## src/design/tdq_pkg.sv

```systemverilog
// ----------------------------------------------------------------------------
// tdq_pkg
// shared types and constants of the timed release delay queue
// ----------------------------------------------------------------------------
package tdq_pkg;

    localparam int QUEUE_DEPTH_DEF = 64;
    localparam int TIME_WIDTH_DEF  = 48;

    localparam int HANDLE_W  = 16;
    localparam int DELAY_W   = 16;
    localparam int STATUS_W  = 2;
    localparam int OCC_W     = 7;
    localparam int US_PER_MS = 1000;
    localparam int MS_CONST_W = 10;
    localparam int PROD_W    = DELAY_W + MS_CONST_W;

    localparam logic OP_ENQUEUE = 1'b0;
    localparam logic OP_POLL    = 1'b1;

    localparam logic [STATUS_W-1:0] ST_ENQUEUED = 2'd0;
    localparam logic [STATUS_W-1:0] ST_DROPPED  = 2'd1;
    localparam logic [STATUS_W-1:0] ST_RELEASED = 2'd2;
    localparam logic [STATUS_W-1:0] ST_NOTHING  = 2'd3;

    typedef enum logic [2:0] {
        S_IDLE = 3'b001,
        S_CALC = 3'b010,
        S_EXEC = 3'b100
    } state_t;

    // controller to datapath commands
    typedef struct packed {
        logic load;
        logic calc;
        logic exec;
    } cmd_t;

endpackage

```

## src/design/tdq_ctrl.sv

```systemverilog
// ----------------------------------------------------------------------------
// tdq_ctrl
// request sequencer: load, compute release time, update the sorted store
// ----------------------------------------------------------------------------
module tdq_ctrl (
    input  logic          clk,
    input  logic          rst_n,
    input  logic          start,
    output logic          busy,
    output tdq_pkg::cmd_t cmd
);
    import tdq_pkg::*;

    state_t state_reg;
    state_t state_next;
    logic   accept;

    assign busy   = (state_reg == S_CALC);
    assign accept = start && !busy;

    always_comb
    begin
        state_next = S_IDLE;
        unique case (state_reg)
            S_IDLE:  state_next = accept ? S_CALC : S_IDLE;
            S_CALC:  state_next = S_EXEC;
            S_EXEC:  state_next = accept ? S_CALC : S_IDLE;
            default: state_next = S_IDLE;
        endcase
    end

    always_ff @(posedge clk or negedge rst_n)
    begin
        if (!rst_n)
        begin
            state_reg <= S_IDLE;
        end
        else
        begin
            state_reg <= state_next;
        end
    end

    assign cmd.load = accept;
    assign cmd.calc = (state_reg == S_CALC);
    assign cmd.exec = (state_reg == S_EXEC);

endmodule

```

## config.mk

```make
export PLATFORM = sky130hd
export DESIGN_NAME = tdq_ctrl
export DESIGN_NICKNAME = d
export VERILOG_FILES = /design/src/design/tdq_pkg.sv /design/src/design/tdq_ctrl.sv
export SDC_FILE = /design/constraint.sdc
export NUM_CORES = 1
export LEC_CHECK = 0
export CAP_MARGIN = 20
export CORE_AREA = 4 4 41 43
export DETAILED_ROUTE_END_ITERATION = 12
export DIE_AREA = 0 0 45 47
export DONT_BUFFER_PORTS = 1
export PLACE_DENSITY_LB_ADDON = 0.3
export SYNTH_ARGS = -nofsm -noshare
export SYNTH_HDL_FRONTEND = slang
export SYNTH_SLANG_ARGS = --single-unit
export TNS_END_PERCENT = 20
```

## constraint.sdc

```tcl
create_clock -name clk -period 1.4 [get_ports clk]
set_input_delay 0.21 -clock clk [delete_from_list [all_inputs] [get_ports clk]]
set_output_delay 0.21 -clock clk [all_outputs]
set_load 0.02 [all_outputs]
```

After elaboration in Yosys (flattened, before gate mapping)
Index checks and enable logic that the tools add are counted.
{ "totals": {"output_inout_bits": 4, "regBits": 3, "inputBits": 3, "elab_cells": 9} }
{ "op_classes": {"reduce_logical": 3, "n_mux": 2, "n_eq_ne": 3} }
{ "op_table": {"columns": ["operator", "count"], "rows": [
  ["3-bit one-hot mux with 2 select lines", 1],
  ["3-bit by 1-bit == test with 1-bit output (second input constant)", 1],
  ["3-bit by 2-bit == test with 1-bit output (second input constant)", 1],
  ["3-bit == test (second input constant)", 1],
  ["2-bit two-way mux", 1],
  ["2-bit OR reduction", 1],
  ["1-bit logical AND", 1],
  ["1-bit logical NOT", 1]
]} }

Longest topological paths before layout
Gate-level depths: netlist (run 1).
{ "depth": {"depth_word": 5, "mapped_depth": 3} }

Least setup slack after synthesis (run 1)
No wires, ideal clock.
{ "synth_path": {"path_kind": "flip-flop to output port", "from": "reg state_reg[2]", "to": "out cmd[2] (netlist name)", "required_ns": 1.190, "setup_slack_ns": 0.116, "n_path_buf": 1, "arrival_ns": 1.074, "path_stages_with_launch": 4, "path_cell_list": "dfrtp_1 nor3b_2 nor2b_1 buf_4"} }
{ "synth_via": {"elab_chain_cells": 3} }
{ "synth_lines": {"columns": ["element", "line", "rtl"], "rows": [
  ["start, declared", "tdq_ctrl.sv:14", "state_t state_reg;"],
  ["start signal, assigned", "tdq_ctrl.sv:40", "state_reg <= state_next;"],
  ["3-bit by 2-bit == test with 1-bit output", "tdq_ctrl.sv:18", "assign busy = (state_reg == S_CALC);"],
  ["via busy", "tdq_ctrl.sv:9", "output logic busy,"],
  ["1-bit logical NOT", "tdq_ctrl.sv:19", "assign accept = start && !busy;"],
  ["1-bit logical AND", "tdq_ctrl.sv:19", null],
  ["end, declared", "tdq_ctrl.sv:10", "output tdq_pkg::cmd_t cmd"]
]} }
The timed path passes the listed nets, and every way through them passes these cells.

==> results of run 1 <==
-- routing by layer --
metal / GRT usage [%] / vias to the layer above / routed length (microns)
li1: - / 55 / -
met1: 3.20 / 46 / 124
met2: 4.24 / 9 / 125
met3: 3.07 / 2 / 45
met4: 8.77 / 0 / 17
met5: 0 / - / 0
-- synth_stat cells (all sizes together) --
cell type  count  area, sq um
dfrtp          2         50.1
o21ba          1         10.0
dfstp          1         26.3
nand2b         1         6.26
nor2           1         3.75
nor2b          1         6.26
nor3b          2         20.0
buf            2         15.0
xnor2          1         8.76
-- final timing paths --
kind	from	to	slack [ns]	depth (start not counted)
setup reg to reg	state_reg[2]	state_reg[0]	0.34	3
min in group asynchronous	rst_n	state_reg[1]	0.23	1
setup / recovery	state_reg[2]	cmd[2]	0.08	3
max in group asynchronous	rst_n	state_reg[0]	0.96	1
hold reg to reg	state_reg[1]	state_reg[1]	0.60	2
hold / removal	start	state_reg[1]	0.15	2
-- worst max-delay path, stage by stage, from the launching register on --
cell and delay, ns:
dfrtp_1 0.41, nor3b_4 0.25, nor2b_1 0.07, buf_4 0.16
-- layout make-up --
cell class,count,area (sq um),share of cell area (%)
repair buffers,7,55.1,23.2
multi-input cells,7,61.3,25.8
well taps,15,18.8,7.89
flip-flops and latches,3,76.3,32.1
clock buffers,4,26.3,11.1
-- power groups by stage --
stage / logic, mW / registers, mW / clock network, mW
2_1_floorplan: 0.112 / 0.152 / 0
3_3_place_gp: 0.133 / 0.154 / 0
3_5_place_dp: 0.136 / 0.160 / 0
4_1_cts: 0.140 / 0.159 / 0.161
5_1_grt: 0.196 / 0.164 / 0.180
6_report: 0.182 / 0.159 / 0.152
-- through the flow --
| step | total power [mW] | util [%] | TNS, ns |
|---|---|---|---|
| 2_1_floorplan | 0.264 | - | 0 |
| 3_3_place_gp | 0.287 | 13.8 | 0 |
| 3_5_place_dp | 0.296 | 13.8 | 0 |
| 4_1_cts | 0.460 | 16.6 | 0 |
| 5_1_grt | 0.540 | 18.3 | -0.00606 |
| 6_report | 0.493 | 18.3 | 0 |
-- layout by cell type, fill, tap and decap left out, drive strengths merged, types with 2 or more instances in the layout --
cell	count
nor3b	2
dfrtp	2
buf	6
clkbuf	4
-- logic make-up after synthesis --
family	after synthesis
and+or+nand+nor	5
DFF	3
AOI/OAI and AO/OA	1
xor gates and xnor gates	1
buffers and inverters	2
-- what timing repair did --
action	in CTS	in global routing
hold buffers	1	0
buffers inserted	0	2
resized for setup	0	1
endpoints found under the hold margin	3	0
endpoints found under the setup margin	0	1
==> flow_summary.toml, run 1 <==
[floorplanning]
die_area_sq_mm = 0.00212
io_pins = 7
rows = 13
core_area_sq_mm = 0.00130
die_h_microns = 47
initial_core_util_pct = 11.2
die_w_microns = 45

[worst_setup_path]
cp.arrival_ns = 1.11
criticalPathCategory = "flip-flop to output pin"
endpoint_kind = "output pin"
cp-start-kind = "flip-flop"
crit_required_ns = 1.19
path_max_fanout = 3

[power]
swShare_pct = 31.4
leakagePower_nw = 0.106
power_density_mw_per_mm2 = 2070
power_frac_comb_pct = 36.9
clkPwrFrac_pct = 30.8
seq_power_share_pct = 32.3
p_sw_mw = 0.155
ir_worst_vdd_mv = 0.612
p_int_mw = 0.338

[yosys]
ys_warn_count = 0
synthSimpleGateAreaFrac_pct = 24.8
synth_compound_area_share_pct = 6.84
syn_inst = 12
yosysUniqueCellTypes = 10
netlist_area_sq_um = 146
synthAdderAreaFrac_pct = 0
synth_fp_nets = 15
ys_seq_area_share_pct = 52.1
avgSynthCellArea_sq_um = 12.2
synth.area.mux_share_pct = 0
synth_top_family_by_area = "simple AND/OR/NAND/NOR gates"
yosys.area_share.xor_xnor_pct = 5.98
ys_ff_latch = 3

[clock_tree]
root_buffer = "clkbuf_4"
cts_made_buffers = 3
cts.sink_count = 3
clock_path_buffers = 2
clkTransAtPathRegs_ns = 0.04
cts_tree = "yes"
htree_levels = 1
clk_latency_ns = 0.23

[finish]
drive_gt1_share_pct = 52.4
largest_reg_flops = 3
final_design_area_no_fill_sq_um = 238
fill_cells = 147
diodes = 0
fin_nets = 25
finalNonFillerCells = 36
syn_to_final_growth_pct = 62.4

[routing]
postRouteAntennaNets = 0
dr.first_iter.drc_count = 0
first_pass_iters = 1
dr_total_vias = 112
drt_wl_total_microns = 313
drc = 0
wl_per_cell_microns = 8.69
via_per_inst = 3.11

[grt]
antenna_found_initial = 0
grt_first_pass_wirelength_microns = 496
grt_max_degree = 4
grt_pass1_vias = 126
grt.total_usage_pct = 4.11
globalRouteOverflowTotal = 0

[placement]
dp_slack_ns = 0.316
placed_cells = 29
io_buffers = 0
place.gp.congestion = 0.561
place_area_sq_um = 180

[sta]
period_needed_ns = 1.32
tightestPinTransition_ns = 0.193
hold_viol = 0
worst_clock_skew_ns = 0.000494
setup-violations-final = 0
slew_violations = 0
period_share_pct = 94.3
slew_headroom_pct = 87.1
max_freq_mhz = 758
whs_ns = 0.149
rsz0062_at_grt = "true"
fin_ws_ns = 0.0801

[outcome]
status = "finished, final reports clean"

[flow_run]
cap_violations = 0

[hold_path]
hp-class = "input port to flip-flop"
(Power assumes the default switching activity.)
==> run 2, diff against run 1 <==
--- a/config.mk
+++ b/config.mk
@@ -12,4 +12,5 @@
 export DONT_BUFFER_PORTS = 1
 export PLACE_DENSITY_LB_ADDON = 0.3
+export REMOVE_ABC_BUFFERS = 1
 export SYNTH_ARGS = -nofsm -noshare
 export SYNTH_HDL_FRONTEND = slang
==> constraint.sdc (replaced) <==
create_clock -name clk -period 1.4 [get_ports clk]
set_input_delay 0.21 -clock clk [delete_from_list [all_inputs] [get_ports clk]]
set_output_delay 0.21 -clock clk [all_outputs]
set_load 0.1 [all_outputs]
==> flow_summary.toml, run 2 (synthesis gave the netlist of run 1 again) <==
[sta]
rsz0062_at_grt = "true"
period_needed_ns = 1.42
period_share_pct = 101
max_freq_mhz = 705
finalSetupTns_ns = -0.0439
fin_ws_ns = -0.0187
slew_violations = 0
setup-violations-final = 3
whs_ns = 0.135
hold_viol = 0
tightestPinTransition_ns = 0.197
slew_headroom_pct = 86.8
worst_clock_skew_ns = 0.00256

[grt]
grt_max_degree = 5
grt.total_usage_pct = 4.35
globalRouteOverflowTotal = 0
grt_pass1_vias = 149
antenna_found_initial = 0
grt_first_pass_wirelength_microns = 545

[floorplanning]
die_w_microns = 45
die_h_microns = 47
die_area_sq_mm = 0.00212
initial_core_util_pct = 11.2
io_pins = 7
rows = 13
core_area_sq_mm = 0.00130

[clock_tree]
root_buffer = "clkbuf_4"
cts.sink_count = 3
cts_made_buffers = 3
cts_tree = "yes"
htree_levels = 1
clk_latency_ns = 0.23
clock_path_buffers = 2
clkTransAtPathRegs_ns = 0.04

[worst_setup_path]
path_max_fanout = 4
crit_required_ns = 1.19
endpoint_kind = "output pin"
criticalPathCategory = "flip-flop to output pin"
reg2reg_slack_ns = 0.38
ff2ff_path_depth = 3
reg2reg_to = "state_reg[0]"
r2r-start = "state_reg[2]"
cpPeakStageDelay_ns = 0.42
slowest_stage = "dfrtp_1"
cp-start-kind = "flip-flop"
cp_cell_sequence = "nor3b_4, buf_6, buf_12"
cp.arrival_ns = 1.21

[routing]
drc = 0
postRouteAntennaNets = 0
via_per_inst = 3.31
first_pass_iters = 1
wl_per_cell_microns = 8.92
dr_total_vias = 119
drt_wl_total_microns = 321
dr.first_iter.drc_count = 0

[finish]
fin_nets = 25
drive_gt1_share_pct = 61.9
diodes = 0
fin_util_pct = 23.9
layout_commonest_cell = "clkbuf_4"
largest_reg_flops = 3
finalNonFillerCells = 36
syn_to_final_growth_pct = 113
final_cell_mix = "clkbuf_4 (3), buf_12 (2), dfrtp_1 (2)"

[power]
ir_worst_vdd_mv = 0.720
leakagePower_nw = 0.128
power_density_mw_per_mm2 = 2290

[placement]
placed_cells = 30
place.gp.congestion = 0.614
io_buffers = 0

[hold_path]
min_to = "state_reg[1]"
whs_path_depth = 2
hp-class = "input port to flip-flop"
min_from = "start"

[outcome]
violations = "setup timing"
status = "finished with violations"

[flow_run]
cap_violations = 0
## run 2: changes by cell type in the layout (fill, tap and decap cells not counted)
| cell | change |
|---|---|
| buf_4 | -5 |
| buf_12 | +2 |
| buf_16 | +1 |
| buf_6 | +1 |
| clkbuf_16 | +1 |
| nor2b_1 | -1 |
| nor2b_2 | +1 |
| nor3b_1 | -1 |
| nor3b_2 | +1 |
## run 2: worst max-delay path by stage
stage	cells after the start	endpoint	startpoint
2_1_floorplan	2	cmd[2]	state_reg[2]
3_3_place_gp	3	busy	state_reg[2]
3_5_place_dp	3	busy	state_reg[2]
4_1_cts	3	busy	state_reg[2]
5_1_grt	3	busy	state_reg[2]
6_report	3	busy	state_reg[2]
## run 2: worst max-delay path, delay by kind of cell (launching register included)
kind / cells / cell delay, ns
flip-flops: 1 / 0.42
buffers and inverters: 2 / 0.33
AND/OR/NAND/NOR: 1 / 0.23
## run 2: cell type report
cell class	instances	area (sq um)
Multi-Input combinational cell	7	68.8
Fill cell	150	990
Sequential cell	3	76.3
Clock buffer	4	26.3
Tap cell	15	18.8
Timing Repair Buffer	7	121
## run 2: through the flow
| stage | total power, mW | worst slack, ns | area [sq um] |
|---|---|---|---|
| 2_1_floorplan | 0.379 | -2.97 | 131 |
| 3_3_place_gp | 0.536 | 0.209 | 264 |
| 6_report | 0.712 | -0.0187 | 312 |
| 5_1_grt | 0.743 | -0.0733 | 312 |
| 4_1_cts | 0.725 | -0.0357 | 312 |
| 3_5_place_dp | 0.542 | 0.199 | 264 |
## run 2: what timing repair did
action | 4_1_cts | 5_1_grt
setup endpoints to repair | 3 | 4
setup buffers | 1 | 0
pin swaps | 0 | 0
gates resized for setup | 1 | 0
hold buffers | 1 | 0
endpoints found under the hold margin | 3 | 0
## run 2: report_power, final
group | internal, mW | total (mW) | switching, mW
Clock | 0.107 | 0.148 | 0.0415
Combinational | 0.177 | 0.396 | 0.220
Sequential | 0.129 | 0.168 | 0.0388
Total | 0.412 | 0.712 | 0.300
## run 2: per-layer routing
metal / wire length [microns] / vias up / part of all wire (%) / GRT usage [%]
met3: 36 / 0 / 11 / 1.92
met4: 0 / 0 / 0 / 8.77
li1: - / 55 / - / -
met2: 168 / 6 / 52 / 5.65
met1: 116 / 58 / 36 / 3.42
met5: 0 / - / 0 / 0
